[config.mk]
export PLATFORM = sky130hd
export DESIGN_NAME = pps_gated_counter_with_bus_readout
export DESIGN_NICKNAME = d
export VERILOG_FILES = /design/src/hdl/pgc_pkg.sv /design/src/hdl/pps_gated_counter_with_bus_readout.sv /design/src/hdl/pgc_counter.sv /design/src/hdl/pgc_readout.sv
export SDC_FILE = /design/constraint.sdc
export NUM_CORES = 1
export LEC_CHECK = 0
export BUFFER_PORTS_ARGS = -buffer_cell sky130_fd_sc_hd__buf_4
export CORE_ASPECT_RATIO = 0.75
export CORE_MARGIN = 2
export CORE_UTILIZATION = 45
export DETAILED_ROUTE_END_ITERATION = 10
export GPL_TIMING_DRIVEN = 1
export SLEW_MARGIN = 20
export SYNTH_ARGS = -nofsm -noshare
export SYNTH_HDL_FRONTEND = slang
export SYNTH_HIERARCHICAL = 1
export SYNTH_SLANG_ARGS = --single-unit
[constraint.sdc]
create_clock -name i_clk -period 7.7 [get_ports i_clk]
set_input_delay 0.385 -clock i_clk [delete_from_list [all_inputs] [get_ports i_clk]]
set_output_delay 0.385 -clock i_clk [all_outputs]
set_load 0.01 [all_outputs]
[src/hdl/pgc_pkg.sv]
package pgc_pkg;

    // item kinds carried on the input tuser
    typedef enum logic [1:0] {
        FUNC_PULSE = 2'd0,
        FUNC_PPS   = 2'd1,
        FUNC_ADDR  = 2'd2,
        FUNC_READ  = 2'd3
    } t_func;

    localparam int unsigned COUNT_W    = 32;
    localparam int unsigned BYTE_W     = 8;
    localparam int unsigned POS_W      = 7;
    localparam int unsigned SNAP_DEPTH = 4;
    localparam int unsigned SNAP_IDX_W = $clog2(SNAP_DEPTH);

    // one accepted input transaction
    typedef struct packed {
        t_func              func;
        logic [BYTE_W-1:0]  bus_byte;
        logic [POS_W-1:0]   read_position;
    } t_item;

endpackage

[src/hdl/pps_gated_counter_with_bus_readout.sv]
// pps gated pulse counter with a byte-wide bus readout
//
// input channel (s side): one transaction per event. tuser carries the kind:
// counted pulse, pps edge, bus address write or bus read byte. tdata carries
// bus_byte (address for an address write) and read_position (byte index of
// a read transfer, zero for the first byte).
// output channel (m side): one transaction per bus read byte, carrying the
// returned data byte; pulses, pps edges and address writes give nothing.
//
// latency: a read byte is registered and appears on the output in the cycle after acceptance.
// throughput: one transaction per cycle while the output is taken, set by the single output register;
// the state (counter, latch, pointer, snapshot) updates at acceptance.
// when the receiver stalls with a byte held, the input stays ready only if
// the held byte is taken in the same cycle, so nothing is dropped or repeated.
//
// reset (synchronous, active low) clears the counter, the latched count, the
// pointer, the snapshot bytes and the output valid; no clearing pass needed.
module pps_gated_counter_with_bus_readout
    import pgc_pkg::*;
#(
    parameter int unsigned READ_BYTES = 4
) (
    input  logic        i_clk,
    input  logic        i_rst_n,
    // input stream
    input  logic        i_s_tvalid,
    output logic        o_s_tready,
    input  logic [15:0] i_s_tdata,   // [7:0] bus_byte, [14:8] read_position, [15] zero
    input  logic [1:0]  i_s_tuser,   // [1:0] func
    // output stream
    output logic        o_m_tvalid,
    input  logic        i_m_tready,
    output logic [7:0]  o_m_tdata    // [7:0] read_data
);

    // readable positions limited by both the parameter and the snapshot depth
    localparam int unsigned READ_LIMIT_INT =
        (READ_BYTES < SNAP_DEPTH) ? READ_BYTES : SNAP_DEPTH;
    localparam logic [BYTE_W-1:0] READ_LIMIT = BYTE_W'(READ_LIMIT_INT);

    t_item              item;
    logic               accept;
    logic [COUNT_W-1:0] latched_count;
    logic [BYTE_W-1:0]  read_data;

    logic               r_out_valid;
    logic [BYTE_W-1:0]  r_read_data;
    logic               n_out_valid;

    assign item.func          = t_func'(i_s_tuser);
    assign item.bus_byte      = i_s_tdata[7:0];
    assign item.read_position = i_s_tdata[14:8];

    // ready while the output register is empty or being emptied this cycle
    assign o_s_tready = !r_out_valid || i_m_tready;
    assign accept     = i_s_tvalid && o_s_tready;

    pgc_counter u_counter (
        .i_clk           (i_clk),
        .i_rst_n         (i_rst_n),
        .i_valid         (accept),
        .i_item          (item),
        .o_latched_count (latched_count)
    );

    pgc_readout #(
        .READ_LIMIT (READ_LIMIT)
    ) u_readout (
        .i_clk           (i_clk),
        .i_rst_n         (i_rst_n),
        .i_valid         (accept),
        .i_item          (item),
        .i_latched_count (latched_count),
        .o_read_data     (read_data)
    );

    // output register: loads on a read transaction, drains when taken
    always_comb begin
        n_out_valid = r_out_valid;
        if (r_out_valid && i_m_tready) begin
            n_out_valid = 1'b0;
        end
        if (accept && (item.func == FUNC_READ)) begin
            n_out_valid = 1'b1;
        end
    end

    always_ff @(posedge i_clk) begin
        if (!i_rst_n) begin
            r_out_valid <= 1'b0;
        end else begin
            r_out_valid <= n_out_valid;
        end
    end

    always_ff @(posedge i_clk) begin
        if (accept && (item.func == FUNC_READ)) begin
            r_read_data <= read_data;
        end
    end

    assign o_m_tvalid = r_out_valid;
    assign o_m_tdata  = r_read_data;

endmodule

[src/hdl/pgc_counter.sv]
module pgc_counter
    import pgc_pkg::*;
(
    input  logic               i_clk,
    input  logic               i_rst_n,
    input  logic               i_valid,
    input  t_item              i_item,
    output logic [COUNT_W-1:0] o_latched_count
);

    logic [COUNT_W-1:0] r_pulse_counter;
    logic [COUNT_W-1:0] r_latched_count;

    always_ff @(posedge i_clk) begin
        if (!i_rst_n) begin
            r_pulse_counter <= '0;
            r_latched_count <= '0;
        end else if (i_valid) begin
            case (i_item.func)
                FUNC_PULSE: begin
                    r_pulse_counter <= r_pulse_counter + COUNT_W'(1);
                end
                FUNC_PPS: begin
                    r_latched_count <= r_pulse_counter;
                    r_pulse_counter <= '0;
                end
                default: begin
                end
            endcase
        end
    end

    assign o_latched_count = r_latched_count;

endmodule

[src/hdl/pgc_readout.sv]
module pgc_readout
    import pgc_pkg::*;
#(
    parameter logic [BYTE_W-1:0] READ_LIMIT = 8'd4
) (
    input  logic               i_clk,
    input  logic               i_rst_n,
    input  logic               i_valid,
    input  t_item              i_item,
    input  logic [COUNT_W-1:0] i_latched_count,
    output logic [BYTE_W-1:0]  o_read_data
);

    logic [BYTE_W-1:0] r_register_pointer;
    logic [BYTE_W-1:0] r_snapshot [SNAP_DEPTH];

    logic              first_byte;
    logic              refresh;
    logic [BYTE_W-1:0] index;
    logic              in_range;

    assign first_byte = (i_item.read_position == '0);
    assign refresh    = first_byte && (r_register_pointer == '0);
    assign index      = first_byte ? r_register_pointer : BYTE_W'(i_item.read_position);
    assign in_range   = (index < BYTE_W'(SNAP_DEPTH)) && (index < READ_LIMIT);

    always_ff @(posedge i_clk) begin
        if (!i_rst_n) begin
            r_register_pointer <= '0;
            for (int i = 0; i < SNAP_DEPTH; i++) begin
                r_snapshot[i] <= '0;
            end
        end else if (i_valid) begin
            if (i_item.func == FUNC_ADDR) begin
                r_register_pointer <= i_item.bus_byte;
            end
            if ((i_item.func == FUNC_READ) && refresh) begin
                for (int i = 0; i < SNAP_DEPTH; i++) begin
                    r_snapshot[i] <= i_latched_count[i*BYTE_W +: BYTE_W];
                end
            end
        end
    end

    // the refreshing read sees the new snapshot byte 0 straight from the latch
    always_comb begin
        if (!in_range) begin
            o_read_data = '0;
        end else if (refresh) begin
            o_read_data = i_latched_count[BYTE_W-1:0];
        end else begin
            o_read_data = r_snapshot[index[SNAP_IDX_W-1:0]];
        end
    end

endmodule
==> results.sh, run 1 <==
export IMPL_yosysSeqAreaShare_pct=51.9
export IMPL_critPathArrivalTime_ns=2.97
export IMPL_drc_errors=0
export IMPL_placeableCoreArea_um2=11000
export IMPL_number_of_enable_flip_flop_cells_after_synthesis=40
export IMPL_grt_setup_unrepaired="no"
export IMPL_finalHoldViolCount=0
export IMPL_timing_setup_tns_ns=0
export IMPL_final_max_slew_violation_count=0
export IMPL_final_cell_count_no_fill=711
export IMPL_flow_area_growth_from_synthesis_pct=16.5
export IMPL_power_switching_fraction_pct=22.4
export IMPL_finClkSkew_ns=0.00838
export IMPL_hpwl_mm=7.52
export IMPL_max_clock_path_buffers=2
export IMPL_ioPinCount=32
export IMPL_number_of_warning_messages_in_the_yosys_log=6
export IMPL_critical_path_class="reg2reg"
export IMPL_crit_required_ns=8.02
export IMPL_htree_levels=4
export IMPL_fraction_of_registers_with_async_set_or_reset_after_synthesis_pct=0
export IMPL_placedCellCount=679
export IMPL_critical_path_startpoint_type="flip-flop"
export IMPL_net_count_after_synthesis=559
export IMPL_post_route_period_util_pct=34.4
export IMPL_most_common_cell_after_layout_fill_and_taps_aside="sky130_fd_sc_hd__nand2_1"
export IMPL_die_width_um=127
export IMPL_globalRoute_totalOverflow=0
export IMPL_drt_first_iter_violations=314
export IMPL_synthTopCellsByArea="sky130_fd_sc_hd__dfxtp_1 29%, sky130_fd_sc_hd__edfxtp_1 23%, sky130_fd_sc_hd__nand2_1 7.2%, sky130_fd_sc_hd__a21boi_0 6.0%, sky130_fd_sc_hd__and2_1 4.0%"
export IMPL_timing_critical_path_to_type="flip-flop"
export IMPL_switchingPower_uw=321
export IMPL_dr_pass1_iters=4
export IMPL_layout_nets=581
export IMPL_start_util_pct=46.5
export IMPL_worst_slew_pin_slew_ns=0.715
export IMPL_post_synth_top_area_cell="sky130_fd_sc_hd__dfxtp_1"
export IMPL_cts_hold_buffers_added=0
export IMPL_synthDominantCellAreaShare_pct=28.5
export IMPL_synthCells=536
export IMPL_pin_count_of_the_biggest_net_entering_global_routing=48
export IMPL_synthDistinctLibCells=56
export IMPL_seq_power_share_pct=44.3
export IMPL_synth_cell_area_um2=5130
export IMPL_groute_usage_overall_pct=19.6
export IMPL_worst_path_max_fanout=19
export IMPL_power_share_of_the_combinational_group_pct=4.4
export IMPL_synth_flop_cell="sky130_fd_sc_hd__dfxtp_1"
export IMPL_clock_tree_from_tritoncts="yes"
export IMPL_antennaDiodeCount=0
export IMPL_antenna_left=0
export IMPL_cts_resized=0
export IMPL_cts_sinks=113
export IMPL_grt_first_pass_wirelength_mm=18.2
export IMPL_shortest_period_the_worst_path_allows_ns=2.65
export IMPL_max_slew_margin_rel_pct=52.1
export IMPL_wl_cell_um=15.6
export IMPL_dr_total_vias=3913
export IMPL_std_cell_rows=33
export IMPL_total_die_area_um2=12300
export IMPL_clkPwrFrac_pct=51.3
export IMPL_power_ir_vdd_worst_v=0.000177
export IMPL_min_path_type="in2reg"
export IMPL_post_route_util_pct=54.2
export IMPL_p_int_mw=1.11
export IMPL_clkTransAtPathRegs_ns=0.06
export IMPL_fmaxAchievable_mhz=378
export IMPL_cts_repair_timing_setup_buffer_count=0
export IMPL_final_cell_mix="98 x sky130_fd_sc_hd__nand2_1, 73 x sky130_fd_sc_hd__dfxtp_1, 41 x sky130_fd_sc_hd__a21boi_0, 40 x sky130_fd_sc_hd__edfxtp_1"
export IMPL_buffer_ports_inserted=30
export IMPL_yosys_register_bits=113
export IMPL_synth_avg_cell_area_um2=9.56
export IMPL_final_layout_size_suffix_gt1_share_pct=14.2
export IMPL_antenna_found_initial=0
export IMPL_die_height_um=96.4
export IMPL_first_global_vias=3487
export IMPL_final_setup_viol_count=0
export IMPL_cap_violations=0
export IMPL_detail_route_vias_per_cell=5.50
export IMPL_worstSkewPairLatency_ns=0.41
export IMPL_result_of_the_run="finished clean"
export IMPL_clock_root_buffer="sky130_fd_sc_hd__clkbuf_16"
export IMPL_static_leakage_power_nw=1.99
export IMPL_wl_mm=11.1
export IMPL_number_of_buffers_created_by_cts=17
export IMPL_finalWeightedCongestion=0.885
export IMPL_power_density_nw_per_um2=240
[sequential cells by signal, summed over array words and instances, names as in the netlist]
register                      count
o_m_tdata                         8
u_counter/o_latched_count        32
u_readout/r_snapshot             32
u_counter/r_pulse_counter        32
o_m_tvalid                        1
u_readout/r_register_pointer      8
[synthesized netlist by cell type (2+ instances only)]
master                     instances
sky130_fd_sc_hd__o31ai_1           8
sky130_fd_sc_hd__a211oi_1          7
sky130_fd_sc_hd__and2_1           33
sky130_fd_sc_hd__edfxtp_1         40
sky130_fd_sc_hd__a31oi_1           2
sky130_fd_sc_hd__o21ai_0          24
sky130_fd_sc_hd__buf_6             3
sky130_fd_sc_hd__nor2_1           21
sky130_fd_sc_hd__nor3_1            7
sky130_fd_sc_hd__nand3b_1          3
sky130_fd_sc_hd__xor2_1            3
sky130_fd_sc_hd__nor4_1            2
sky130_fd_sc_hd__inv_1             7
sky130_fd_sc_hd__nand4_1          11
sky130_fd_sc_hd__nand3_1           6
sky130_fd_sc_hd__xnor2_1           7
sky130_fd_sc_hd__or3_1            10
sky130_fd_sc_hd__and4_1            3
sky130_fd_sc_hd__mux2_2            2
sky130_fd_sc_hd__or2_2             2
sky130_fd_sc_hd__and3_1            4
sky130_fd_sc_hd__buf_2             3
sky130_fd_sc_hd__dfxtp_1          73
sky130_fd_sc_hd__nor2b_1           9
sky130_fd_sc_hd__o21bai_1         13
sky130_fd_sc_hd__nand2_1          99
sky130_fd_sc_hd__a21boi_0         41
sky130_fd_sc_hd__a221oi_1          7
sky130_fd_sc_hd__or4_1            10
sky130_fd_sc_hd__clkbuf_1         21
sky130_fd_sc_hd__a21oi_1          30
[power groups by stage]
stage,combinational [mW],clock (mW),sequential (mW)
after CTS,0.0638,0.752,0.635
final,0.0633,0.736,0.636
after global routing,0.0701,0.780,0.636
after floorplan,0.0399,0,0.646
after detailed placement,0.0636,0,0.648
after global placement,0.0625,0,0.648
[per-stage QoR]
| stage | instance area (um^2) | power (mW) | hold slack [ns] | setup WS, ns |
|---|---|---|---|---|
| final | 5970 | 1.43 | 0.233 | 5.05 |
| after CTS | 5970 | 1.45 | 0.213 | 5.07 |
| after detailed placement | 5410 | 0.711 | 0.453 | 4.95 |
| after global routing | 5970 | 1.49 | 0.241 | 4.93 |
| after floorplan | 5130 | 0.686 | 0.439 | 3.77 |
| after global placement | 5410 | 0.710 | 0.448 | 5.04 |
[routing by layer]
metal / part of all wire, % / global-route usage [%] / up-vias
met3: 4.2 / 5.29 / 18
met4: 2.1 / 9.34 / 0
met5: 0 / 0 / -
met2: 40 / 27.0 / 77
li1: - / - / 1974
met1: 53 / 28.6 / 1844
[worst max-delay path, stage by stage (launching register included)]
cell                       delay, ns
sky130_fd_sc_hd__dfxtp_1        0.36
sky130_fd_sc_hd__nand2b_4       0.11
sky130_fd_sc_hd__and2_2         0.21
sky130_fd_sc_hd__nand3b_1       0.28
sky130_fd_sc_hd__or4_1          0.78
sky130_fd_sc_hd__or4_1          0.63
sky130_fd_sc_hd__a21oi_1        0.17
[area by class of cell]
| type | instances | area, um^2 |
|---|---|---|
| fillers | 992 | 5050 |
| flip-flops and latches | 113 | 2660 |
| multi-input cells | 387 | 2300 |
| clock buffers | 20 | 457 |
| repair buffers | 32 | 240 |
| well taps | 140 | 175 |
| clock inverters | 12 | 106 |
| inverters | 7 | 26.3 |
[path summary, 6_finish.rpt]
path,startpoint,endpoint,slack (ns),cells past startpoint
setup reg to reg,o_m_tvalid,u_counter/r_pulse_counter[22],5.05,6
hold reg to reg,u_counter/o_latched_count[9],u_counter/o_latched_count[9],0.46,2
setup / recovery,o_m_tvalid,u_counter/r_pulse_counter[22],5.05,6
hold / removal,i_s_tdata[1],u_readout/r_register_pointer[1],0.23,3
[logic make-up after synthesis]
group,Yosys count,synth area share (%)
fa+ha+maj,1,0.244
buf+inv,36,3.25
simple gates,234,24.2
mux,3,0.635
xor+xnor,10,1.71
compound gates,139,18.0
flops,113,51.9
Note: power is estimated with default switching activity, not from simulation.
==> run 2: changes to the inputs <==
- clock period: 7.7 -> 2.8 ns (I/O delays scaled with it)
==> results.sh, run 2 (synthesis gave the netlist of run 1 again) <==
export IMPL_result_of_the_run="finished clean"
export IMPL_drc_errors=0
export IMPL_max_clock_path_buffers=2
export IMPL_dr_pass1_iters=4
export IMPL_clkPwrFrac_pct=50.4
export IMPL_switchingPower_uw=831
export IMPL_timing_final_ws_setup_ns=0.331
export IMPL_crit_chain="nand2b_4 > and2_2 > nand3b_1 > or4_1 > or4_1 > a21oi_1"
export IMPL_finalWeightedCongestion=0.808
export IMPL_antennaDiodeCount=0
export IMPL_p_int_mw=3.08
export IMPL_final_max_slew_violation_count=0
export IMPL_clock_root_buffer="sky130_fd_sc_hd__clkbuf_16"
export IMPL_timing_setup_tns_ns=0
export IMPL_cts_sinks=113
export IMPL_die_width_um=127
export IMPL_critPathArrivalTime_ns=2.80
export IMPL_detailedPlace_worstSlack_ns=0.355
export IMPL_timing_critical_path_to_type="flip-flop"
export IMPL_power_switching_fraction_pct=21.3
export IMPL_static_leakage_power_nw=2.04
export IMPL_grt_first_pass_wirelength_mm=18.4
export IMPL_cp_slowest_stage_delay_ns=0.76
export IMPL_wl_cell_um=15.9
export IMPL_dr_total_vias=3992
export IMPL_start_util_pct=46.5
export IMPL_die_height_um=96.4
export IMPL_finalHoldViolCount=0
export IMPL_grt_setup_unrepaired="no"
export IMPL_cpMostUsedCell="sky130_fd_sc_hd__or4_1"
export IMPL_shortest_period_the_worst_path_allows_ns=2.47
export IMPL_design_power_total_mw=3.91
export IMPL_number_of_buffers_created_by_cts=17
export IMPL_peak_usage_layer_in_the_global_routing_report="met2"
export IMPL_most_common_cell_after_layout_fill_and_taps_aside="sky130_fd_sc_hd__nand2_1"
export IMPL_final_cell_mix="99 x sky130_fd_sc_hd__nand2_1, 73 x sky130_fd_sc_hd__dfxtp_1, 41 x sky130_fd_sc_hd__a21boi_0, 40 x sky130_fd_sc_hd__edfxtp_1, 34 x sky130_fd_sc_hd__buf_4"
export IMPL_ff2ff_setup_slack_ns=0.33
export IMPL_power_share_of_the_combinational_group_pct=4.9
export IMPL_critical_path_startpoint_type="flip-flop"
export IMPL_total_die_area_um2=12300
export IMPL_met3_track_usage_gr_pct=4.41
export IMPL_min_path_type="in2reg"
export IMPL_ioPinCount=32
export IMPL_finClkSkew_ns=0.00798
export IMPL_detail_route_vias_per_cell=5.54
export IMPL_worst_path_max_fanout=19
export IMPL_antenna_found_initial=0
export IMPL_met1_routing_resource_usage_after_global_routing_pct=28.0
export IMPL_flow_area_growth_from_synthesis_pct=18.2
export IMPL_worstSkewPairLatency_ns=0.41
export IMPL_buffer_ports_inserted=30
export IMPL_hpwl_mm=7.75
export IMPL_fmaxAchievable_mhz=405
export IMPL_crit_path_top_delay_cell="sky130_fd_sc_hd__or4_1"
export IMPL_placed_cell_area_um2=5440
export IMPL_clkTransAtPathRegs_ns=0.05
export IMPL_power_density_nw_per_um2=645
export IMPL_grt_met2_usage_pct=28.4
export IMPL_cts_repair_timing_setup_buffer_count=0
export IMPL_antenna_left=0
export IMPL_seq_power_share_pct=44.7
export IMPL_post_route_util_pct=55.0
export IMPL_std_cell_rows=33
export IMPL_critical_path_class="reg2reg"
export IMPL_final_setup_viol_count=0
export IMPL_crit_required_ns=3.13
export IMPL_groute_usage_overall_pct=19.7
export IMPL_htree_levels=4
export IMPL_first_global_vias=3502
export IMPL_drt_first_iter_violations=282
export IMPL_post_route_period_util_pct=88.2
export IMPL_layout_nets=591
export IMPL_cap_violations=0
export IMPL_final_layout_size_suffix_gt1_share_pct=13.4
export IMPL_pin_count_of_the_biggest_net_entering_global_routing=48
export IMPL_wl_mm=11.5
export IMPL_placeableCoreArea_um2=11000
export IMPL_globalRoute_totalOverflow=0
export IMPL_final_design_area_no_fill_um2=6060
export IMPL_clock_tree_from_tritoncts="yes"
export IMPL_max_slew_margin_rel_pct=47.6
export IMPL_worst_slew_pin_slew_ns=0.782
export IMPL_power_ir_vdd_worst_v=0.000431
run 2: cell types whose count changed in the layout (fill, tap and decap cells not counted), moves of 2 or more:
cell                            delta
sky130_fd_sc_hd__buf_4             +2
sky130_fd_sc_hd__clkbuf_1          +4
sky130_fd_sc_hd__dlygate4sd3_1     +7
sky130_fd_sc_hd__inv_4             -2
sky130_fd_sc_hd__inv_6             -2
sky130_fd_sc_hd__clkbuf_8          +4
sky130_fd_sc_hd__clkinvlp_4        -3
run 2: repair_timing:
item / in CTS / in global routing
gates resized for setup: 0 / 0
hold endpoints to repair: 7 / 0
hold buffers: 7 / 0
run 2: final cells by class:
type	instances	area, um^2
clock buffers	28	527
clock inverters	4	23.8
fillers	976	4960
inverters	7	26.3
multi-input cells	387	2300
flip-flops and latches	113	2660
well taps	140	175
repair buffers	42	345
run 2: final timing paths:
path                            startpoint                              end  cells past startpoint
min                           i_s_tdata[1]  u_readout/r_register_pointer[1]                      3
max                             o_m_tvalid    u_counter/r_pulse_counter[30]                      6
max reg2reg                     o_m_tvalid    u_counter/r_pulse_counter[30]                      6
min reg2reg  u_counter/o_latched_count[24]    u_counter/o_latched_count[24]                      2
run 2: metal layers:
layer  wire (um)  vias up  part of all wire [%]
li1            -     1996                     -
met1        5980     1854                    52
met2        4740      113                    41
met3         507       29                   4.4
met4         263        0                   2.3
met5           0        -                     0
run 2: metrics by stage:
step / hold slack [ns] / instances
after detailed placement: 0.412 / 682
after global routing: 0.0106 / 721
after CTS: 0.00275 / 721
after floorplan: 0.285 / 536
final: 0.00733 / 721
after global placement: 0.403 / 682
run 2: power by group through the flow:
stage	combinational (mW)	clock, mW	sequential [mW]
2_1_floorplan	0.110	0	1.78
3_3_place_gp	0.178	0	1.78
3_5_place_dp	0.182	0	1.78
4_1_cts	0.190	2.01	1.74
5_1_grt	0.206	2.09	1.75
6_report	0.191	1.97	1.75
run 2: worst max-delay path, delay by kind of cell, from the launching register on:
family | cells | cell delay, ns
flops | 1 | 0.33
compound gates | 1 | 0.15
simple gates | 5 | 1.90
==> run 3: changes to the inputs <==
- GPL_TIMING_DRIVEN: 1 -> 0
==> results.sh, run 3 (synthesis gave the netlist of run 1 again) <==
export IMPL_result_of_the_run="finished clean"
export IMPL_clock_root_buffer="sky130_fd_sc_hd__clkbuf_16"
export IMPL_cp_slowest_stage_delay_ns=0.66
export IMPL_finalHoldViolCount=0
export IMPL_timing_setup_tns_ns=0
export IMPL_most_common_cell_after_layout_fill_and_taps_aside="sky130_fd_sc_hd__nand2_1"
export IMPL_placed_cell_area_um2=5560
export IMPL_hold_path_endpoint="u_readout/r_register_pointer[0]"
export IMPL_min_path_type="in2reg"
export IMPL_placeableCoreArea_um2=11000
export IMPL_number_of_buffers_created_by_cts=17
export IMPL_worst_slew_pin_slew_ns=0.858
export IMPL_finClkSkew_ns=0.00767
export IMPL_layout_nets=615
export IMPL_detail_route_vias_per_cell=5.40
export IMPL_timing_critical_path_to_type="flip-flop"
export IMPL_crit_required_ns=3.13
export IMPL_final_layout_size_suffix_gt1_share_pct=13.6
export IMPL_cp_buffers_inverters=1
export IMPL_grt_setup_unrepaired="no"
export IMPL_post_route_period_util_pct=85.0
export IMPL_hpwl_mm=8.56
export IMPL_fmaxAchievable_mhz=420
export IMPL_dr_pass1_iters=5
export IMPL_final_setup_viol_count=0
export IMPL_critPathArrivalTime_ns=2.71
export IMPL_cap_violations=0
export IMPL_ioPinCount=32
export IMPL_dr_total_vias=4026
export IMPL_htree_levels=4
export IMPL_ff2ff_setup_slack_ns=0.42
export IMPL_clkTransAtPathRegs_ns=0.05
export IMPL_total_die_area_um2=12300
export IMPL_die_height_um=96.4
export IMPL_power_ir_vdd_worst_v=0.000382
export IMPL_critical_path_top_delay_family="simple AND/OR/NAND/NOR gates"
export IMPL_max_slew_margin_rel_pct=42.5
export IMPL_final_cell_mix="99 x sky130_fd_sc_hd__nand2_1, 73 x sky130_fd_sc_hd__dfxtp_1, 41 x sky130_fd_sc_hd__a21boi_0, 40 x sky130_fd_sc_hd__edfxtp_1, 33 x sky130_fd_sc_hd__and2_1"
export IMPL_worst_path_max_fanout=10
export IMPL_critical_path_startpoint_type="flip-flop"
export IMPL_groute_usage_overall_pct=20.8
export IMPL_wl_mm=12.0
export IMPL_worst_r2r_startpoint="o_m_tvalid"
export IMPL_buffer_ports_inserted=29
export IMPL_shortest_period_the_worst_path_allows_ns=2.38
export IMPL_final_design_area_no_fill_um2=6170
export IMPL_drt_first_iter_violations=284
export IMPL_clock_tree_from_tritoncts="yes"
export IMPL_max_clock_path_buffers=2
export IMPL_die_width_um=127
export IMPL_cts_repair_timing_setup_buffer_count=0
export IMPL_drc_errors=0
export IMPL_first_global_vias=3762
export IMPL_start_util_pct=46.5
export IMPL_worstHoldPathCells=3
export IMPL_wl_cell_um=16.0
export IMPL_antenna_found_initial=0
export IMPL_worstSkewPairLatency_ns=0.40
export IMPL_crit_chain="nand2b_4 > and2_2 > nand4b_1 > or4_4 > buf_6 > or4_1 > a21oi_1"
export IMPL_critical_path_class="reg2reg"
export IMPL_pin_count_of_the_biggest_net_entering_global_routing=26
export IMPL_power_density_nw_per_um2=629
export IMPL_antenna_left=0
export IMPL_timing_hold_worst_start="i_s_tdata[0]"
export IMPL_grt_first_pass_wirelength_mm=19.6
export IMPL_finalWeightedCongestion=0.819
export IMPL_flow_area_growth_from_synthesis_pct=20.3
export IMPL_globalRoute_totalOverflow=0
export IMPL_crit_path_top_delay_cell="sky130_fd_sc_hd__or4_4"
export IMPL_cts_sinks=113
export IMPL_antennaDiodeCount=0
export IMPL_std_cell_rows=33
export IMPL_worst_r2r_endpoint="u_counter/r_pulse_counter[27]"
export IMPL_static_leakage_power_nw=2.07
export IMPL_timing_reg2reg_worst_path_depth=7
export IMPL_final_max_slew_violation_count=0
## run 3: changes by cell type in the layout (fill, tap and decap cells not counted), sizes merged
cell      change
clkbuf       +13
bufinv        +1
buf           +2
clkinvlp      +2
clkinv        +6
## run 3: area by class of cell
class | count | area (um^2)
clock buffers | 19 | 443
inverters | 7 | 26.3
flip-flops and latches | 113 | 2660
plain buffers | 29 | 140
fillers | 993 | 4860
multi-input cells | 387 | 2310
well taps | 140 | 175
repair buffers | 37 | 315
clock inverters | 13 | 95.1
## run 3: report_power, final
part	leakage (nW)	switching [mW]	total, mW	internal (mW)
combinational	0.842	0.117	0.197	0.0800
sequential	0.968	0.0164	1.75	1.73
clock	0.265	0.715	1.94	1.22
total	2.07	0.849	3.88	3.03
## run 3: worst max-delay path by stage
stage | startpoint | endpoint | slack [ns] | cells after the start
after floorplan | u_readout/r_register_pointer[7] | u_readout/r_snapshot[0][0] | 0.40 | 5
after global placement | u_readout/r_register_pointer[7] | u_readout/r_snapshot[3][5] | -0.16 | 5
after detailed placement | o_m_tvalid | u_counter/r_pulse_counter[27] | 0.43 | 7
after CTS | o_m_tvalid | u_counter/r_pulse_counter[27] | 0.42 | 7
after global routing | o_m_tvalid | u_counter/r_pulse_counter[9] | 0.25 | 7
final | o_m_tvalid | u_counter/r_pulse_counter[27] | 0.42 | 7
## run 3: routing by layer
metal / track usage, % / routed length, um / part of all wire [%]
met4: 8.06 / 162 / 1.4
met3: 4.85 / 584 / 4.9
met1: 29.4 / 6010 / 50
met2: 31.1 / 5190 / 43
met5: 0 / 0 / 0
## run 3: worst min-delay path: stages
cell                       delay [ns]
sky130_fd_sc_hd__buf_4           0.11
sky130_fd_sc_hd__nand2_1         0.05
sky130_fd_sc_hd__a21boi_0        0.07
## run 3: timing repair
| action | in CTS | in global routing |
|---|---|---|
| hold buffers | 7 | 0 |
| resized for setup | 0 | 0 |
| hold endpoints to repair | 7 | 0 |
## run 3: stage by stage
stage | instances | setup slack (ns) | utilization [%] | power [mW] | hold WS [ns]
3_5_place_dp | 706 | 0.433 | 50.4 | 1.97 | 0.411
4_1_cts | 745 | 0.416 | 55.9 | 3.91 | 0.00120
2_1_floorplan | 536 | 0.403 | - | 1.89 | 0.285
3_3_place_gp | 705 | -0.156 | 50.1 | 1.96 | 0.403
6_report | 745 | 0.420 | 55.9 | 3.88 | 0.0135
5_1_grt | 745 | 0.250 | 55.9 | 4.02 | 0.0106
